$ cat src/rtl/wmf_pkg.sv
// Shared types, constants and helpers for the 3x3 window maximum filter.
// No dependencies; imported by every rtl module of the block except wmf_ram.
`timescale 1ns / 1ps

package wmf_pkg;

  localparam int PIX_W       = 8;
  localparam int IMG_W_W     = 12;
  localparam int IMG_H_W     = 16;
  localparam int CFG_DATA_W  = 16;
  localparam int CFG_INDEX_W = 1;
  localparam int NUM_SLOTS   = 4;

  // configuration register indexes
  localparam logic [CFG_INDEX_W-1:0] REG_IMAGE_WIDTH  = 1'b0;
  localparam logic [CFG_INDEX_W-1:0] REG_IMAGE_HEIGHT = 1'b1;

  localparam logic [IMG_W_W-1:0] IMAGE_WIDTH_RESET  = 12'd2048;
  localparam logic [IMG_H_W-1:0] IMAGE_HEIGHT_RESET = 16'd1;

  typedef logic [PIX_W-1:0] pix_t;

  typedef struct packed {
    logic [IMG_W_W-1:0] image_width;
    logic [IMG_H_W-1:0] image_height;
  } wmf_cfg_t;

  // one new window column: rows r-2, r-1, r
  typedef struct packed {
    pix_t top;
    pix_t mid;
    pix_t bot;
  } wmf_col_t;

  // position flags of the item that carries the column
  typedef struct packed {
    logic first_col;
    logic has_x0;
    logic has_x1;
    logic has_y0;
    logic has_y1;
  } wmf_pos_t;

  function automatic pix_t max8(input pix_t a, input pix_t b);
    return (a > b) ? a : b;
  endfunction

endpackage

$ cat src/rtl/wmf_window.sv
// 3x3 window registers, nine-way maximum and result sequencing.
// Depends on wmf_pkg.
`timescale 1ns / 1ps

module wmf_window import wmf_pkg::*; (
  input  logic     clk,
  input  logic     rst,
  input  logic     col_valid,
  output logic     col_ready,
  input  wmf_col_t column,
  input  wmf_pos_t pos,
  output logic     result_valid,
  input  logic     result_ready,
  output pix_t     pixel_out,
  output logic     last_in_run,
  output logic     end_of_frame
);

  pix_t win      [3][3];
  pix_t win_next [3][3];
  pix_t new_col  [3];
  pix_t cmax0    [3];
  pix_t cmax1    [3];
  pix_t slot_val [NUM_SLOTS];
  pix_t vals     [NUM_SLOTS];

  logic [NUM_SLOTS-1:0] mask, mask_next, mask_in, lowest, rest;
  logic                 advance, done;

  assign new_col[0] = column.top;
  assign new_col[1] = column.mid;
  assign new_col[2] = column.bot;

  always_comb begin
    for (int j = 0; j < 3; j++) begin
      if (pos.first_col) begin
        // left border replicates the first column
        win_next[j][0] = new_col[j];
        win_next[j][1] = new_col[j];
      end else begin
        win_next[j][0] = win[j][1];
        win_next[j][1] = win[j][2];
      end
      win_next[j][2] = new_col[j];
    end
    for (int k = 0; k < 3; k++) begin
      cmax1[k] = max8(win_next[1][k], win_next[2][k]);
      cmax0[k] = max8(win_next[0][k], cmax1[k]);
    end
    // slots: upper-left, upper-right, lower-left, lower-right
    slot_val[1] = max8(cmax0[1], cmax0[2]);
    slot_val[0] = max8(cmax0[0], slot_val[1]);
    slot_val[3] = max8(cmax1[1], cmax1[2]);
    slot_val[2] = max8(cmax1[0], slot_val[3]);
    mask_in = {pos.has_y1 & pos.has_x1, pos.has_y1 & pos.has_x0,
               pos.has_y0 & pos.has_x1, pos.has_y0 & pos.has_x0};
  end

  assign lowest       = mask & (~mask + NUM_SLOTS'(1));
  assign rest         = mask & ~lowest;
  assign result_valid = |mask;
  assign done         = result_valid && result_ready;
  assign col_ready    = (rest == '0) && (!result_valid || result_ready);
  assign advance      = col_valid && col_ready;

  always_comb begin
    mask_next = mask;
    if (advance) begin
      mask_next = mask_in;
    end else if (done) begin
      mask_next = rest;
    end
  end

  always_ff @(posedge clk) begin
    if (rst) begin
      mask <= '0;
      for (int j = 0; j < 3; j++) begin
        for (int k = 0; k < 3; k++) begin
          win[j][k] <= '0;
        end
      end
    end else begin
      mask <= mask_next;
      if (advance) begin
        win <= win_next;
      end
    end
  end

  always_ff @(posedge clk) begin
    if (advance) begin
      vals <= slot_val;
    end
  end

  always_comb begin
    if (mask[0]) begin
      pixel_out = vals[0];
    end else if (mask[1]) begin
      pixel_out = vals[1];
    end else if (mask[2]) begin
      pixel_out = vals[2];
    end else begin
      pixel_out = vals[3];
    end
  end

  assign last_in_run  = (rest == '0);
  assign end_of_frame = lowest[NUM_SLOTS-1];

endmodule

$ cat config.mk
export PLATFORM = sky130hd
export DESIGN_NAME = wmf_window
export DESIGN_NICKNAME = d
export VERILOG_FILES = /design/src/rtl/wmf_pkg.sv /design/src/rtl/wmf_window.sv
export SDC_FILE = /design/constraint.sdc
export NUM_CORES = 1
export LEC_CHECK = 0
export ABC_CLOCK_PERIOD_IN_PS = 8800
export BUFFER_PORTS_ARGS = -buffer_cell sky130_fd_sc_hd__buf_2
export CORE_ASPECT_RATIO = 0.8
export CORE_MARGIN = 4
export CORE_UTILIZATION = 30
export DETAILED_ROUTE_END_ITERATION = 8
export PLACE_DENSITY_LB_ADDON = 0.15
export SYNTH_ARGS = -nofsm -noshare
export SYNTH_HDL_FRONTEND = slang
export SYNTH_SLANG_ARGS = --single-unit
export TNS_END_PERCENT = 5
$ cat constraint.sdc
create_clock -name clk -period 8.8 [get_ports clk]
set_input_delay 1.32 -clock clk [delete_from_list [all_inputs] [get_ports clk]]
set_output_delay 1.32 -clock clk [all_outputs]
set_load 0.005 [all_outputs]
==> impl_metrics.json <==
{
  "ys_seq_area_frac": 0.2953,
  "fmax_mhz": 122.5,
  "post-route-period-util": 0.9279,
  "finalWorstSetupSlack_ns": 0.6341,
  "rsz0062_at_grt": "false",
  "syn-cell-area_mm2": 0.006780,
  "period_minus_slack_ns": 8.166,
  "yosys_register_bits": 84,
  "num_antenna_cells": 0,
  "gp_congestion": 0.8780,
  "endpoint": "vals[26]$_DFFE_PP_",
  "p_sw_mw": 0.8133,
  "htreeDepth": 3,
  "ant_nets": 0,
  "postCtsHoldBufs": 0,
  "track_usage": 0.1703,
  "drive_above_1_share": 0.1472,
  "arrival_ns": 8.27,
  "min_path_type": "register to register",
  "seqPwrFrac": 0.281,
  "crit_path_top_delay_cell": "o21ai_0",
  "critPathKind": "input pin to register",
  "yosys_warnings": 0,
  "slew_headroom": 0.2659,
  "num_rows": 48,
  "finalSetupViolCount": 0,
  "cts_buffer_depth": 2,
  "p_int_mw": 1.153,
  "antenna_found_initial": 0,
  "critPathLaunchType": "input pin",
  "avgSynthCellArea_um2": 8.340,
  "drtIter0Drc": 422,
  "worstSetupStartpoint": "pos[4]",
  "cts_buffers": 9,
  "overflow": 0,
  "dieArea_mm2": 0.02509,
  "clkLatencyLatePin_ns": 0.35,
  "synthFlopType": "dfxtp_1",
  "grt_max_degree": 95,
  "core_mm2": 0.02192,
  "post-place-ws_ns": 0.09199,
  "cp_top_family": "compound AO/OA/AOI/OAI gates",
  "routed_wl_um": 20920,
  "post_cts_buffers": 0,
  "viasPerCell": 5.030,
  "finalSetupTns_ns": 0,
  "area_growth_syn_to_layout_pct": 14.02,
  "final.setup_skew_ns": 0.007013,
  "synthArstFlopShare": 0,
  "synth_edf_count": 32,
  "status": "complete, no violations",
  "max-cap-violations": 0,
  "grt_pass1_wl_um": 33410,
  "drc": 0,
  "dpl.hpwl_um": 16240,
  "num_io_pins": 45,
  "place.port_buffers": 44,
  "swShare": 0.4135,
  "die_h_um": 142.5,
  "die_x_um": 176.1,
  "fin_hold_ws_ns": 0.4554,
  "max-vdd-ir-drop_uv": 103.9,
  "root_buffer": "clkbuf_16",
  "critPathMaxStageDelay_ns": 0.48,
  "cts_tree": "built",
  "start_util": 0.3093,
  "endpoint_kind": "register",
  "drt_pass1_iterations": 5,
  "worstReg2RegEnd": "vals[26]$_DFFE_PP_",
  "clkSlewWorstSetupHoldPaths_ns": 0.07,
  "r2r_start": "win[29]$_SDFFE_PP0P_",
  "syn_nets": 923,
  "cts_sinks": 84,
  "worstPathRequired_ns": 8.90,
  "r2r_cells": 34,
  "total_power_mw": 1.967,
  "clkPwrFrac": 0.185,
  "leakagePower_nw": 3.458,
  "finalHoldViolCount": 0,
  "dr_total_vias": 5850,
  "combPwrFrac": 0.534,
  "routedWlPerCell_um": 17.99,
  "cellPowerDensity_mw_per_mm2": 254.4,
  "cp_max_fo": 39,
  "path_depth": 35,
  "worst_pin_slew_ns": 1.101,
  "nets": 968,
  "yosysUniqueCellTypes": 60,
  "grt_pass1_vias": 5691,
  "min_path_cells": 2,
  "slew_viol_final": 0,
  "critPathBufInv": 6,
  "regToRegSetupSlack_ns": 1.56,
  "syn-instance-count": 813
}
==> synth_stat cells, types with 3 or more instances <==
cell       n  share of area
nor2_1    52          0.029
buf_2     13         0.0096
ha_1      77           0.14
or2_1      3         0.0028
o21bai_1   8         0.0089
clkbuf_1  21          0.012
o21ai_1    8         0.0059
o21ai_0   37          0.027
nand2_1   98          0.054
mux2i_1   57          0.084
a21o_1     9          0.010
a31oi_1   10         0.0092
nand3_1   18          0.013
o31a_1     4         0.0052
mux2_2    22          0.037
a31o_1     7         0.0090
o21a_1    16          0.018
a21oi_1   62          0.046
a211oi_1  26          0.029
o221ai_1   6         0.0078
dfxtp_1   52           0.15
nand4_1   11          0.010
buf_1      3         0.0017
o211ai_1   5         0.0055
nor2b_1   13          0.012
edfxtp_1  32           0.14
o22ai_1    9         0.0083
o31ai_1    3         0.0033
nand2b_1   6         0.0055
mux2i_2    3         0.0061
inv_2      3         0.0017
inv_1     86          0.048
==> power groups by stage <==
stage | Clock, mW | Sequential, mW | Combinational [mW]
after floorplan | 0 | 0.547 | 0.735
after global placement | 0 | 0.561 | 1.04
after detailed placement | 0 | 0.561 | 1.04
after CTS | 0.375 | 0.553 | 1.05
after global routing | 0.390 | 0.561 | 1.18
final | 0.363 | 0.553 | 1.05
==> final cells by class <==
cell class | count | area, um^2
Clock inverter | 7 | 48.80
Tap cell | 300 | 375.4
Fill cell | 2306 | 14190
Sequential cell | 84 | 2002
Timing Repair Buffer | 72 | 442.9
Multi-Input combinational cell | 602 | 4302
Inverter | 89 | 335.3
Clock buffer | 9 | 225.2
==> cells by family after synthesis <==
| family | Yosys count | share of synthesized area |
|---|---|---|
| AOI/OAI and AO/OA | 232 | 0.2251 |
| buffers and inverters | 127 | 0.07326 |
| adders and majority gates | 78 | 0.1436 |
| and+or+nand+nor | 210 | 0.1360 |
| DFF | 84 | 0.2953 |
| muxes | 82 | 0.1268 |
==> cell usage in the layout, fill, tap and decap left out, types with 8 or more instances in the layout <==
cell type  netlist  layout
nor2_1          52      52
buf_2           13      44
clkbuf_16        0       9
dfxtp_1         52      52
inv_1           86      86
a21oi_1         62      62
nand3_1         18      18
edfxtp_1        32      32
ha_1            77      77
mux2i_1         57      57
a211oi_1        26      24
nor2b_1         13      13
a21o_1           9       9
o21ai_0         37      36
o21bai_1         8       8
o21ai_1          8       9
o21a_1          16      16
a31oi_1         10      10
mux2_2          22      22
buf_4            1      27
nand2_1         98      98
o22ai_1          9       9
nand4_1         11      11
==> tightest hold or removal path, delay by kind of cell (launching register included) <==
kind	cells	cell delay (ns)
flops	1	0.31
simple gates	1	0.05
compound gates	1	0.05
==> layer usage <==
| layer | track usage | vias to the layer above | routed length (um) |
|---|---|---|---|
| li1 | - | 3018 | - |
| met1 | 0.2660 | 2691 | 11450 |
| met2 | 0.2429 | 116 | 8375 |
| met3 | 0.02736 | 25 | 790 |
| met4 | 0.03856 | 0 | 301 |
| met5 | 0 | - | 0 |
==> worst min-delay path by stage <==
stage | to | startpoint | slack, ns
after floorplan | win[39]$_SDFFE_PP0P_ | win[39]$_SDFFE_PP0P_ | 0.43
after global placement | win[51]$_SDFFE_PP0P_ | win[51]$_SDFFE_PP0P_ | 0.44
after detailed placement | win[53]$_SDFFE_PP0P_ | win[53]$_SDFFE_PP0P_ | 0.45
after CTS | win[53]$_SDFFE_PP0P_ | win[53]$_SDFFE_PP0P_ | 0.46
after global routing | win[28]$_SDFFE_PP0P_ | win[28]$_SDFFE_PP0P_ | 0.47
final | win[49]$_SDFFE_PP0P_ | win[49]$_SDFFE_PP0P_ | 0.46
==> through the flow <==
stage	instances	instance area [um^2]	utilization
floorplan	813	6780	-
global placement	1147	7437	0.3393
detailed placement	1147	7437	0.3393
CTS	1163	7711	0.3518
global route	1163	7731	0.3527
finish	1163	7731	0.3527
==> state kept, by name, indices dropped and copies added (netlist names) <==
signal  cells
win        48
mask        4
vals       32
==> repair_timing <==
item / in CTS / in global routing
hold endpoints to repair: 0 / 0
resized for setup: 0 / 5
setup endpoints to repair: 0 / 7
(Power assumes the default switching activity.)
